### src/hw/rtl/ffed_pkg.sv
// ffed_pkg: types, constants and helpers shared by the form field extractor
// used by ffed_step and form_field_extract_decode; no dependencies
package ffed_pkg;

  localparam int unsigned KEY_BYTES_DEF       = 16;
  localparam int unsigned VALUE_LIMIT_MAX_DEF = 4095;

  localparam int unsigned BYTE_W   = 8;
  localparam int unsigned KPOS_W   = 5;
  localparam int unsigned COUNT_W  = 12;
  localparam int unsigned CFG_W    = 64;
  localparam int unsigned CFG_IDX_W = 8;

  localparam logic [CFG_IDX_W-1:0] REG_KEY_FIRST = 8'd0;
  localparam logic [CFG_IDX_W-1:0] REG_KEY_LAST  = 8'd1;
  localparam logic [CFG_IDX_W-1:0] REG_KEY_LEN   = 8'd2;
  localparam logic [CFG_IDX_W-1:0] REG_LIMIT     = 8'd3;

  localparam logic [BYTE_W-1:0] CH_PERCENT = 8'h25;
  localparam logic [BYTE_W-1:0] CH_AMP     = 8'h26;
  localparam logic [BYTE_W-1:0] CH_ZERO    = 8'h30;
  localparam logic [BYTE_W-1:0] CH_NINE    = 8'h39;
  localparam logic [BYTE_W-1:0] CH_EQUAL   = 8'h3d;
  localparam logic [BYTE_W-1:0] CH_UPPER_A = 8'h41;
  localparam logic [BYTE_W-1:0] HEX_TEN    = 8'd10;

  typedef enum logic [2:0] {
    PH_KEY   = 3'd0,
    PH_SKIP  = 3'd1,
    PH_VALUE = 3'd2,
    PH_ESC1  = 3'd3,
    PH_ESC2  = 3'd4,
    PH_DRAIN = 3'd5
  } phase_t;

  typedef struct packed {
    phase_t               phase;
    logic [KPOS_W-1:0]    key_position;
    logic                 key_mismatch;
    logic [3:0]           high_nibble;
    logic [COUNT_W-1:0]   emitted_count;
  } search_state_t;

  typedef struct packed {
    logic                 has_result;
    logic [BYTE_W-1:0]    value_byte;
    logic                 byte_valid;
    logic                 done_res;
    logic                 found;
    logic [COUNT_W-1:0]   value_length;
  } result_t;

  // lenient hex digit, wraps modulo 256
  function automatic logic [BYTE_W-1:0] hex_digit(input logic [BYTE_W-1:0] c);
    logic [BYTE_W-1:0] d;
    if (c > CH_NINE) d = c + HEX_TEN - CH_UPPER_A;
    else d = c - CH_ZERO;
    return d;
  endfunction

endpackage

### src/hw/rtl/ffed_step.sv
// ffed_step: per-byte search and decode step of the form field extractor
// combinational; depends on ffed_pkg
module ffed_step (
  input  ffed_pkg::search_state_t           cur,
  input  logic [ffed_pkg::BYTE_W-1:0]       form_byte,
  input  logic                              last_byte,
  input  logic [ffed_pkg::BYTE_W-1:0]       key_byte,
  input  logic [ffed_pkg::KPOS_W-1:0]       key_len,
  input  logic [ffed_pkg::COUNT_W-1:0]      limit,
  output ffed_pkg::search_state_t           nxt,
  output ffed_pkg::result_t                 res
);
  import ffed_pkg::*;

  logic [COUNT_W-1:0] cnt_inc;
  logic               emit;
  logic               done;
  logic               fnd;
  logic [BYTE_W-1:0]  vb;
  logic               key_match;
  logic               lim_hit;
  logic [BYTE_W-1:0]  digit;

  assign cnt_inc   = cur.emitted_count + COUNT_W'(1);
  assign key_match = !cur.key_mismatch && (cur.key_position == key_len);
  assign lim_hit   = (cnt_inc >= limit);
  assign digit     = hex_digit(form_byte);

  // result side
  always_comb begin
    emit = 1'b0;
    done = 1'b0;
    fnd  = 1'b0;
    vb   = '0;
    case (cur.phase)
      PH_KEY: begin
        if (form_byte == CH_EQUAL) begin
          if (key_match) begin
            if (limit == '0 || last_byte) begin
              done = 1'b1;
              fnd  = 1'b1;
            end
          end else if (last_byte) begin
            done = 1'b1;
          end
        end else begin
          done = last_byte;
        end
      end
      PH_SKIP: begin
        done = last_byte;
      end
      PH_VALUE: begin
        if (form_byte == CH_AMP) begin
          done = 1'b1;
          fnd  = 1'b1;
        end else if (form_byte == CH_PERCENT) begin
          done = last_byte;
          fnd  = last_byte;
        end else begin
          emit = 1'b1;
          vb   = form_byte;
        end
      end
      PH_ESC1: begin
        done = last_byte;
        fnd  = last_byte;
      end
      PH_ESC2: begin
        emit = 1'b1;
        vb   = {cur.high_nibble, 4'h0} | digit;
      end
      default: begin
      end
    endcase
    if (emit && (lim_hit || last_byte)) begin
      done = 1'b1;
      fnd  = 1'b1;
    end
    res.has_result   = emit || done;
    res.value_byte   = vb;
    res.byte_valid   = emit;
    res.done_res     = done;
    res.found        = fnd;
    res.value_length = (fnd || emit) ? (emit ? cnt_inc : cur.emitted_count) : '0;
  end

  // state side
  always_comb begin
    nxt = cur;
    case (cur.phase)
      PH_KEY: begin
        if (form_byte == CH_EQUAL) begin
          if (key_match) nxt.phase = PH_VALUE;
          else nxt.phase = PH_SKIP;
        end else if (form_byte == CH_AMP) begin
          nxt.key_position = '0;
          nxt.key_mismatch = 1'b0;
        end else if (cur.key_position < key_len && form_byte == key_byte) begin
          nxt.key_position = cur.key_position + KPOS_W'(1);
        end else begin
          nxt.key_mismatch = 1'b1;
        end
      end
      PH_SKIP: begin
        if (form_byte == CH_AMP) begin
          nxt.phase        = PH_KEY;
          nxt.key_position = '0;
          nxt.key_mismatch = 1'b0;
        end
      end
      PH_VALUE: begin
        if (form_byte == CH_PERCENT) nxt.phase = PH_ESC1;
      end
      PH_ESC1: begin
        nxt.high_nibble = digit[3:0];
        nxt.phase       = PH_ESC2;
      end
      PH_ESC2: begin
        nxt.phase = PH_VALUE;
      end
      default: begin
        nxt.phase = PH_DRAIN;
      end
    endcase
    if (emit) nxt.emitted_count = cnt_inc;
    if (done) nxt.phase = PH_DRAIN;
    if ((done || cur.phase == PH_DRAIN || cur.phase > PH_DRAIN) && last_byte) begin
      nxt.phase         = PH_KEY;
      nxt.key_position  = '0;
      nxt.key_mismatch  = 1'b0;
      nxt.high_nibble   = '0;
      nxt.emitted_count = '0;
    end
  end

endmodule

### src/hw/rtl/form_field_extract_decode.sv
// form_field_extract_decode: top level of the url-encoded form field extractor
// depends on ffed_pkg and ffed_step
//
// usage: form bytes enter one per transaction on the in channel (form_byte,
// last_byte marks the final byte of a form). the block matches each segment's
// key against the configured key and returns decoded value bytes on the out
// channel; the transaction that ends the search carries done_res, found and
// value_length. bytes that produce nothing give no out transaction.
// the configuration channel (cfg_index, cfg_data) is always ready; index 0/1
// load key bytes 0-7 / 8-15, 2 the key length, 3 the value limit; other
// indexes are ignored.
// a byte is captured in the input register, and its result then in the result
// register. throughput: one byte per cycle while the receiver does not stall,
// set by the combinational search step between the two registers.
// reset: clears the search state, the key and key length, and sets the value
// limit to 4095. when the receiver stalls, the result register holds and the
// input register fills, after which in_ready drops until out is taken.
module form_field_extract_decode #(
  parameter int unsigned KEY_BYTES       = ffed_pkg::KEY_BYTES_DEF,
  parameter int unsigned VALUE_LIMIT_MAX = ffed_pkg::VALUE_LIMIT_MAX_DEF
) (
  input  logic                                clk,
  input  logic                                rst,
  input  logic                                in_valid,
  output logic                                in_ready,
  input  logic [ffed_pkg::BYTE_W-1:0]         form_byte,
  input  logic                                last_byte,
  output logic                                out_valid,
  input  logic                                out_ready,
  output logic [ffed_pkg::BYTE_W-1:0]         value_byte,
  output logic                                byte_valid,
  output logic                                done_res,
  output logic                                found,
  output logic [ffed_pkg::COUNT_W-1:0]        value_length,
  input  logic                                cfg_valid,
  output logic                                cfg_ready,
  input  logic [ffed_pkg::CFG_IDX_W-1:0]      cfg_index,
  input  logic [ffed_pkg::CFG_W-1:0]          cfg_data
);
  import ffed_pkg::*;

  localparam int unsigned KIDX_W = (KEY_BYTES > 1) ? $clog2(KEY_BYTES) : 1;
  localparam int unsigned LIM_CMP_W = 17;
  localparam logic [LIM_CMP_W-1:0] LIMIT_CAP = LIM_CMP_W'(VALUE_LIMIT_MAX);
  localparam logic [KPOS_W-1:0] KEY_LEN_CAP = KPOS_W'(KEY_BYTES);

  logic [BYTE_W-1:0]  key_mem [KEY_BYTES];
  logic [KPOS_W-1:0]  key_length;
  logic [COUNT_W-1:0] value_limit;

  logic               s1_valid;
  logic [BYTE_W-1:0]  s1_byte;
  logic               s1_last;
  logic               s1_go;

  search_state_t      state;
  search_state_t      state_next;
  result_t            res;

  logic [KPOS_W-1:0]  eff_key_len;
  logic [COUNT_W-1:0] eff_limit;
  logic [KIDX_W-1:0]  key_idx;
  logic [BYTE_W-1:0]  key_byte_sel;

  assign cfg_ready = 1'b1;

  for (genvar i = 0; i < KEY_BYTES; i++) begin : g_key
    localparam logic [CFG_IDX_W-1:0] SRC_IDX = (i < 8) ? REG_KEY_FIRST : REG_KEY_LAST;
    always_ff @(posedge clk) begin
      if (rst) begin
        key_mem[i] <= '0;
      end else if (cfg_valid && cfg_index == SRC_IDX) begin
        key_mem[i] <= cfg_data[(i % 8) * BYTE_W +: BYTE_W];
      end
    end
  end

  always_ff @(posedge clk) begin
    if (rst) begin
      key_length  <= '0;
      value_limit <= 12'd4095;
    end else if (cfg_valid) begin
      if (cfg_index == REG_KEY_LEN) key_length <= cfg_data[KPOS_W-1:0];
      if (cfg_index == REG_LIMIT) value_limit <= cfg_data[COUNT_W-1:0];
    end
  end

  assign eff_key_len = (key_length > KEY_LEN_CAP) ? KEY_LEN_CAP : key_length;
  assign eff_limit   = (LIM_CMP_W'(value_limit) > LIMIT_CAP) ? LIMIT_CAP[COUNT_W-1:0]
                                                             : value_limit;
  assign key_idx      = state.key_position[KIDX_W-1:0];
  assign key_byte_sel = (32'(key_idx) < KEY_BYTES) ? key_mem[key_idx] : '0;

  // input register
  assign s1_go    = s1_valid && (!out_valid || out_ready);
  assign in_ready = !s1_valid || s1_go;

  always_ff @(posedge clk) begin
    if (rst) begin
      s1_valid <= 1'b0;
    end else if (in_ready) begin
      s1_valid <= in_valid;
    end
  end

  always_ff @(posedge clk) begin
    if (in_valid && in_ready) begin
      s1_byte <= form_byte;
      s1_last <= last_byte;
    end
  end

  ffed_step u_step (
    .cur       (state),
    .form_byte (s1_byte),
    .last_byte (s1_last),
    .key_byte  (key_byte_sel),
    .key_len   (eff_key_len),
    .limit     (eff_limit),
    .nxt       (state_next),
    .res       (res)
  );

  always_ff @(posedge clk) begin
    if (rst) begin
      state <= '{phase: PH_KEY, key_position: '0, key_mismatch: 1'b0,
                 high_nibble: '0, emitted_count: '0};
    end else if (s1_go) begin
      state <= state_next;
    end
  end

  // result register
  always_ff @(posedge clk) begin
    if (rst) begin
      out_valid <= 1'b0;
    end else if (s1_go && res.has_result) begin
      out_valid <= 1'b1;
    end else if (out_ready) begin
      out_valid <= 1'b0;
    end
  end

  always_ff @(posedge clk) begin
    if (s1_go && res.has_result) begin
      value_byte   <= res.value_byte;
      byte_valid   <= res.byte_valid;
      done_res     <= res.done_res;
      found        <= res.found;
      value_length <= res.value_length;
    end
  end

endmodule
### config.mk
export PLATFORM = sky130hd
export DESIGN_NAME = form_field_extract_decode
export DESIGN_NICKNAME = d
export VERILOG_FILES = /design/src/hw/rtl/ffed_pkg.sv /design/src/hw/rtl/ffed_step.sv /design/src/hw/rtl/form_field_extract_decode.sv
export SDC_FILE = /design/constraint.sdc
export NUM_CORES = 1
export LEC_CHECK = 0
export ABC_AREA = 1
export BUFFER_PORTS_ARGS = -buffer_cell sky130_fd_sc_hd__buf_4
export CAP_MARGIN = 0
export CORE_ASPECT_RATIO = 1.2
export CORE_MARGIN = 3
export CORE_UTILIZATION = 45
export DETAILED_ROUTE_END_ITERATION = 6
export HOLD_SLACK_MARGIN = 0.03
export SLEW_MARGIN = 20
export SYNTH_ARGS = -nofsm -noshare
export SYNTH_HDL_FRONTEND = slang
export SYNTH_SLANG_ARGS = --single-unit
### constraint.sdc
create_clock -name clk -period 3.4 [get_ports clk]
set_input_delay 0.17 -clock clk [delete_from_list [all_inputs] [get_ports clk]]
set_output_delay 0.17 -clock clk [all_outputs]
set_load 0.03 [all_outputs]
==> key figures, run 1 <==
STA
  – Final Hold Viols: 0
  – Slew Viols, Final: 0
  – Setup TNS: 0 ns
  – Unrepaired setup endpoints after global routing: no
  – Endpoints failing setup: 0
  – Actual slew at the worst max-slew pin: 0.795 ns
  – Final Critical Period: 3.00 ns
  – Period utilization: 88.3%
  – Rel. slew slack: 47.0%
  – Setup slack after layout: 0.397 ns
  – Hold WS: 0.0606 ns
  – Maximum clock frequency: 0.333 GHz
  – Worst Skew: 0.00923 ns

Cells and area
  – Layout cells sized above 1: 12.9%
  – Final net count: 1511
  – Fillers: 2017
  – # diodes: 0
  – Area Growth Syn to Fin: 25.6%

Synth
  – Synth area leaders: edfxtp_1, dfxtp_1, nand2_1, nor2_1, inv_1
  – Post-synth top area share: 46.0%
  – Main synth FF type: edfxtp_1
  – Count leader, synth: nand2_1
  – XOR/XNOR Fraction of Synth Area: 1.09%
  – Ys async rst share: 0%
  – Adder and majority cell fraction of the synthesized area: 2.99%
  – Largest family of logic cells by synthesized area: simple AND/OR/NAND/NOR gates
  – Mapped Cells: 1227
  – Number of flops mapped to enable cells by yosys: 160
  – Synth warn: 0
  – Post-Syn Area per Cell: 8.51 um2
  – Post-synthesis sequential area ratio: 55.2%
  – Area leader, netlist: edfxtp_1
  – Seq cells post-synth: 208
  – Simple-gate share of the synthesized area: 23.4%
  – Mapped cell area: 10400 um2
  – Cell variety after synth: 39
  – Top post-synthesis cells by count: nand2_1, nor2_1, inv_1, edfxtp_1, nand3_1
  – Complex-gate fraction of the synthesized area: 7.60%
  – Syn Nets: 1338
  – Mux cell area share after synthesis: 0%

GRT
  – Remaining Overflow, GRT: 0
  – Total track usage: 20.1%
  – Vias in the first global route: 8269
  – First-pass GRT wire length: 41.6 mm
  – Largest net degree at the start of global routing: 71
  – Initial antenna violation count: 0

Detailed routing
  – Post-route ant nets: 0
  – Vias: 8498
  – Drt initial violations: 642
  – # DRC: 0
  – DR pass1 iterations: 5
  – Final wirelength: 25.5 mm
  – Drt wl/cell: 14.8 um
  – Via density: 4.92

Worst setup path
  – FF-to-FF setup slack: 0.40 ns
  – CP max stage delay: 0.36 ns
  – Crit-path cells: inv_1 > nor3_2 > nand3_1 > nor2_2 > and3_1 > xor2_1 > inv_1 > ha_1 > nand4_1 > nand3_1 > a31oi_1 > o21ai_0 > nand2_1 > nand3_1 > nor2_1 > buf_4 > nor2_1
  – Crit end category: flip-flop
  – Startpoint Class: flip-flop
  – Crit path top cell by count: nand3_1
  – Critical Path Fanout Max: 12
  – Required @ worst endpoint: 3.65 ns
  – Reg2reg path depth: 17
  – Setup Crit Path Kind: reg -> reg
  – CP max stage cell: dfxtp_2
  – RR Startpoint: state[0]
  – Worst R2R End: value_length[3]
  – CP arrival: 3.25 ns

Clock tree
  – CTS tree: yes
  – CTS root buf: clkbuf_16
  – Total CTS buffers: 22
  – Sink Count: 208
  – Clock Tree Buf Depth: 3
  – Htree depth: 1
  – Clock Pin Slew Worst Setup and Hold Paths: 0.06 ns
  – Clock latency on the worst-skew pair: 0.50 ns

Min path
  – Hold Path Class: in -> reg
  – Hold Crit Start: cfg_data[8]
  – Worst Hold Path Cells: 3
  – Sink of the worst hold path: eff_limit[8]

Floorplan
  – Die area: 25100 um2
  – Starting Density: 46.2%
  – Die X: 145 um
  – Core ar.: 22600 um2
  – Site Rows: 60
  – Die height: 173 um
  – I/O pin cnt: 112

Power and ir drop
  – Pwr Density: 476 nW/um2
  – Leak: 6.03 nW
  – Peak VDD IR: 465 uV

Placed design
  – IO Port Bufs: 110
  – DP HPWL: 16.6 mm
  – Global placement routability congestion: 0.869
  – Setup Slack @ Placement: 0.212 ns

Outcome
  – Outcome: completed

Job
  – Maxcap violations: 0
report_power, final:
| group | leakage (nW) | switching [mW] | total, mW | internal, mW |
|---|---|---|---|---|
| clock | 0.386 | 0.974 | 2.51 | 1.53 |
| sequential | 1.91 | 0.0523 | 2.92 | 2.86 |
| combinational | 3.73 | 0.501 | 0.823 | 0.322 |
metrics by stage:
stage	utilization, %	cells	cell area (um2)	power, mW
after global routing	58.1	1726	13100	6.51
after CTS	58.0	1726	13100	6.30
after floorplan	-	1227	10400	3.45
after detailed placement	51.3	1611	11600	3.72
final	58.1	1726	13100	6.25
after global placement	51.3	1611	11600	3.72
registers in the layout (all words and copies together) (netlist names), 4 cells and up, named ones only:
register and count:
key_idx 4, key_mem 128, eff_limit 12, value_length 12, value_byte 8, key_length 5, s1_byte 8, state 21
worst max path at each step:
stage / start / end / slack, ns
final: state[0] / value_length[3] / 0.40
after global routing: state[0] / value_length[1] / 0.04
after CTS: state[0] / value_length[3] / 0.17
after detailed placement: state[0] / value_length[3] / 0.21
after global placement: state[0] / value_length[1] / 0.28
after floorplan: state[0] / value_length[6] / 0.52
routing by layer:
layer	global-route usage, %	up-vias	wire [um]
met5	0	-	0
met4	5.03	0	500
met3	2.73	38	1110
met2	37.0	194	13100
met1	25.0	3945	10800
li1	-	4321	-
logic make-up after synthesis:
kind of cell | count (synthesis)
flops | 208
simple gates | 589
buf+inv | 254
fa+ha+maj | 25
other cells | 1
compound gates | 137
xor+xnor | 13
critical path: cells and delay by family (launching register included):
kind	cells	cell delay, ns
DFF	1	0.36
and+or+nand+nor	10	1.31
buffers and inverters	3	0.33
AOI/OAI and AO/OA	2	0.23
xor gates and xnor gates	1	0.20
adders and majority gates	1	0.32
repair_timing:
item,CTS,global route
endpoints found under the setup margin,0,14
gates resized for setup,0,3
buffers inserted,0,0
hold buffers,75,0
endpoints found under the hold margin,141,0
cells in the final DEF, fill, tap and decap left out, types with 2 or more instances in the layout:
master and n:
nand2_1 228, nor2_1 217, inv_1 199, edfxtp_1 160
buf_4 121, nand3_1 97, dlygate4sd3_1 75, o21ai_0 49
dfxtp_1 46, a21oi_1 31, ha_1 25, clkbuf_16 25
o211ai_1 22, o22ai_1 16, xor2_1 13, nor3_1 11
o21ai_1 8, nand4_1 7, nor4_1 6, clkbuf_8 6
nor2_2 5, clkbuf_1 4, buf_12 4, inv_2 3
a31oi_1 3, nand3_2 3, o211a_1 3, clkinv_2 3
o31ai_1 2, nor3_2 2, nor3b_1 2, or2_2 2
nand2_2 2, nand2_4 2, or2_1 2, dfxtp_2 2
layout make-up:
cell class                      count  area, um2  share of cell area (%)
Inverter                          203        762                    5.81
Multi-Input combinational cell    765       3690                    28.1
Clock buffer                       35        723                    5.51
Clock inverter                      5       51.3                   0.391
Timing Repair Buffer              200       1740                    13.3
Tap cell                          310        388                    2.96
Sequential cell                   208       5770                    43.9
Note: power is estimated with default switching activity, not from simulation.
==> run 2: changes to the inputs <==
--- a/config.mk
+++ b/config.mk
@@ -10,9 +10,12 @@
 export CAP_MARGIN = 0
 export CORE_ASPECT_RATIO = 1.2
 export CORE_MARGIN = 3
-export CORE_UTILIZATION = 45
+export CORE_UTILIZATION = 50
+export CTS_CLUSTER_SIZE = 8
 export DETAILED_ROUTE_END_ITERATION = 6
 export HOLD_SLACK_MARGIN = 0.03
+export PLACE_DENSITY = 0.7
+export REMOVE_ABC_BUFFERS = 1
 export SLEW_MARGIN = 20
 export SYNTH_ARGS = -nofsm -noshare
 export SYNTH_HDL_FRONTEND = slang
==> key figures, run 2 (synthesized netlist as in run 1, its figures left out) <==
Placed design
  – DP HPWL: 16.3 mm (-1.9%)
  – IO Port Bufs: 110 (unchanged)
  – Area after DPL: 11600 um2 (-0.18%)
  – Global placement routability congestion: 0.891 (+2.5%)

Cells and area
  – Commonest cells after routing, fill and taps aside: nand2_1, nor2_1, inv_1, edfxtp_1, buf_4
  – Layout cells sized above 1: 12.5% (-0.36 points)
  – # diodes: 0 (unchanged)
  – Final net count: 1522 (+0.73%)
  – Fillers: 1704 (-16%)
  – Final core utilization: 64.6% (+6.5 points)
  – Final instance area: 13200 um2 (+0.31%)
  – Biggest register: key_mem
  – Area Growth Syn to Fin: 26.0%
  – Regs by FF count: key_mem (128), state (21)
  – Largest register FFs: 128 (unchanged)
  – Most common cell after layout, fill and taps aside: nand2_1

STA
  – Maximum clock frequency: 0.332 GHz (-0.32%)
  – Setup TNS: 0 ns (unchanged)
  – Worst Skew: 0.0312 ns (+0.0219 ns)
  – Rel. slew slack: 49.7% (+2.7 points)
  – Final Critical Period: 3.01 ns (+0.00977 ns)
  – Period utilization: 88.6% (+0.29 points)
  – Actual slew at the worst max-slew pin: 0.754 ns (-0.0410 ns)
  – Slew Viols, Final: 0 (unchanged)
  – Unrepaired setup endpoints after global routing: no
  – Hold WS: 0.0382 ns (-0.0224 ns)
  – Endpoints failing setup: 0 (unchanged)
  – Final Hold Viols: 0 (unchanged)

Power and ir drop
  – Sequential share of power: 46.1% (-0.6 points)
  – Pwr Density: 480 nW/um2 (+0.92%)
  – Combinational share of power: 12.9% (-0.3 points)
  – Leak: 6.07 nW (+0.60%)
  – Sw Pwr: 1.54 mW (+1.0%)
  – Peak VDD IR: 412 uV (-11%)
  – Sw Ratio: 24.4% (-0.049 points)
  – Clock power share: 41.0% (+0.8 points)
  – P_int: 4.78 mW (+1.3%)

Detailed routing
  – Post-route ant nets: 0 (unchanged)
  – Drt initial violations: 521 (-19%)
  – Via density: 5.11 (+3.7%)
  – Drt wl/cell: 14.6 um (-0.97%)
  – # DRC: 0 (unchanged)
  – DR pass1 iterations: 5 (unchanged)
  – Vias: 8672 (+2.0%)
  – Final wirelength: 24.8 mm (-2.6%)

Clock tree
  – Clock Pin Slew Worst Setup and Hold Paths: 0.05 ns (about the same)
  – Clock Tree Buf Depth: 3 (unchanged)
  – Setup bufs post-CTS: 0 (unchanged)
  – CTS root buf: clkbuf_16
  – Sink Count: 208 (unchanged)
  – Htree depth: 1 (unchanged)
  – Total CTS buffers: 29 (+32%)
  – CTS tree: yes
  – Clock latency on the worst-skew pair: 0.54 ns (+0.04 ns)

GRT
  – Remaining Overflow, GRT: 0 (unchanged)
  – Initial antenna violation count: 0 (unchanged)
  – First-pass GRT wire length: 40.8 mm (-1.8%)
  – GR Util met3: 3.06% (+0.34 points)
  – Grt met1 use: 26.8% (+1.8 points)
  – Largest net degree at the start of global routing: 71 (unchanged)
  – Grt peak-use layer: met2
  – Total track usage: 22.4% (+2.2 points)
  – Vias in the first global route: 8568 (+3.6%)
  – Met2 Use GR: 41.3% (+4.2 points)

Worst setup path
  – CP Buf/Inv Count: 3 (unchanged)
  – Setup Crit Path Kind: reg -> reg
  – Crit-path cells: inv_1 > nor3_2 > nand3_1 > nor2_2 > and3_1 > xor2_1 > inv_1 > ha_1 > nand4_1 > nand3_1 > a31oi_1 > o21ai_0 > nand2_1 > nand3_1 > nor2_1 > buf_4 > nor2_1
  – CP max stage delay: 0.39 ns (+0.03 ns)
  – CP arrival: 3.29 ns (+0.04 ns)
  – Startpoint Class: flip-flop
  – Crit end category: flip-flop
  – CP max stage cell: dfxtp_1
  – Critical Path Fanout Max: 12 (unchanged)
  – CP top delay family: simple AND/OR/NAND/NOR gates
  – Required @ worst endpoint: 3.68 ns (+0.03 ns)
  – Crit path top cell by count: nand3_1

Floorplan
  – Die X: 138 um (-4.9%)
  – Die area: 22700 um2 (-9.6%)
  – Die height: 164 um (-5.0%)
  – Core ar.: 20400 um2 (-9.7%)
  – Starting Density: 51.2% (+5.0 points)
  – I/O pin cnt: 112 (unchanged)
  – Site Rows: 57 (-5.0%)

Min path
  – Hold Path Class: in -> reg

Outcome
  – Outcome: completed

Job
  – Maxcap violations: 0 (unchanged)
==> run 2: stage by stage <==
stage	setup WS [ns]	power (mW)	std cells
floorplan	0.0314	3.42	1176
global placement	0.330	3.69	1569
detailed placement	0.266	3.70	1569
CTS	0.248	6.36	1698
global route	0.00421	6.59	1698
finish	0.388	6.33	1698
==> run 2: power groups by stage <==
stage	Sequential, mW	Combinational, mW	Clock [mW]
3_3_place_gp	2.96	0.729	0
3_5_place_dp	2.97	0.738	0
5_1_grt	2.93	0.912	2.75
2_1_floorplan	3.01	0.410	0
4_1_cts	2.92	0.813	2.63
6_report	2.92	0.815	2.59
==> run 2: path summary, 6_finish.rpt <==
kind | slack, ns | cells after the start | to | from
setup reg to reg | 0.39 | 17 | value_length[8] | state[0]
hold / removal | 0.04 | 4 | key_length[4] | cfg_index[0]
setup / recovery | 0.39 | 17 | value_length[8] | state[0]
hold reg to reg | 0.48 | 2 | eff_limit[8] | eff_limit[8]
==> run 2: routing by layer <==
metal  part of all wire [%]  wire length [um]
met2                     53             13100
met4                    2.3               571
met3                    5.0              1230
met5                      0                 0
met1                     40              9920
==> run 2: worst min-delay path: stages <==
cell     delay [ns]
buf_4          0.08
nor2_1         0.06
nand2_1        0.12
a21oi_1        0.08
==> run 2: cell type report <==
type	count	area [um2]	area share, %
Sequential cell	208	5770	43.8
Multi-Input combinational cell	765	3700	28.1
Timing Repair Buffer	204	1780	13.6
Clock buffer	52	812	6.17
Inverter	203	762	5.79
Tap cell	265	332	2.52
Clock inverter	1	8.76	0.0665
==> run 2: what timing repair did <==
item                                    in CTS  in global routing
endpoints found under the setup margin       0                 13
gates resized for setup                      0                  3
hold buffers                                76                  0
endpoints found under the hold margin      156                  0
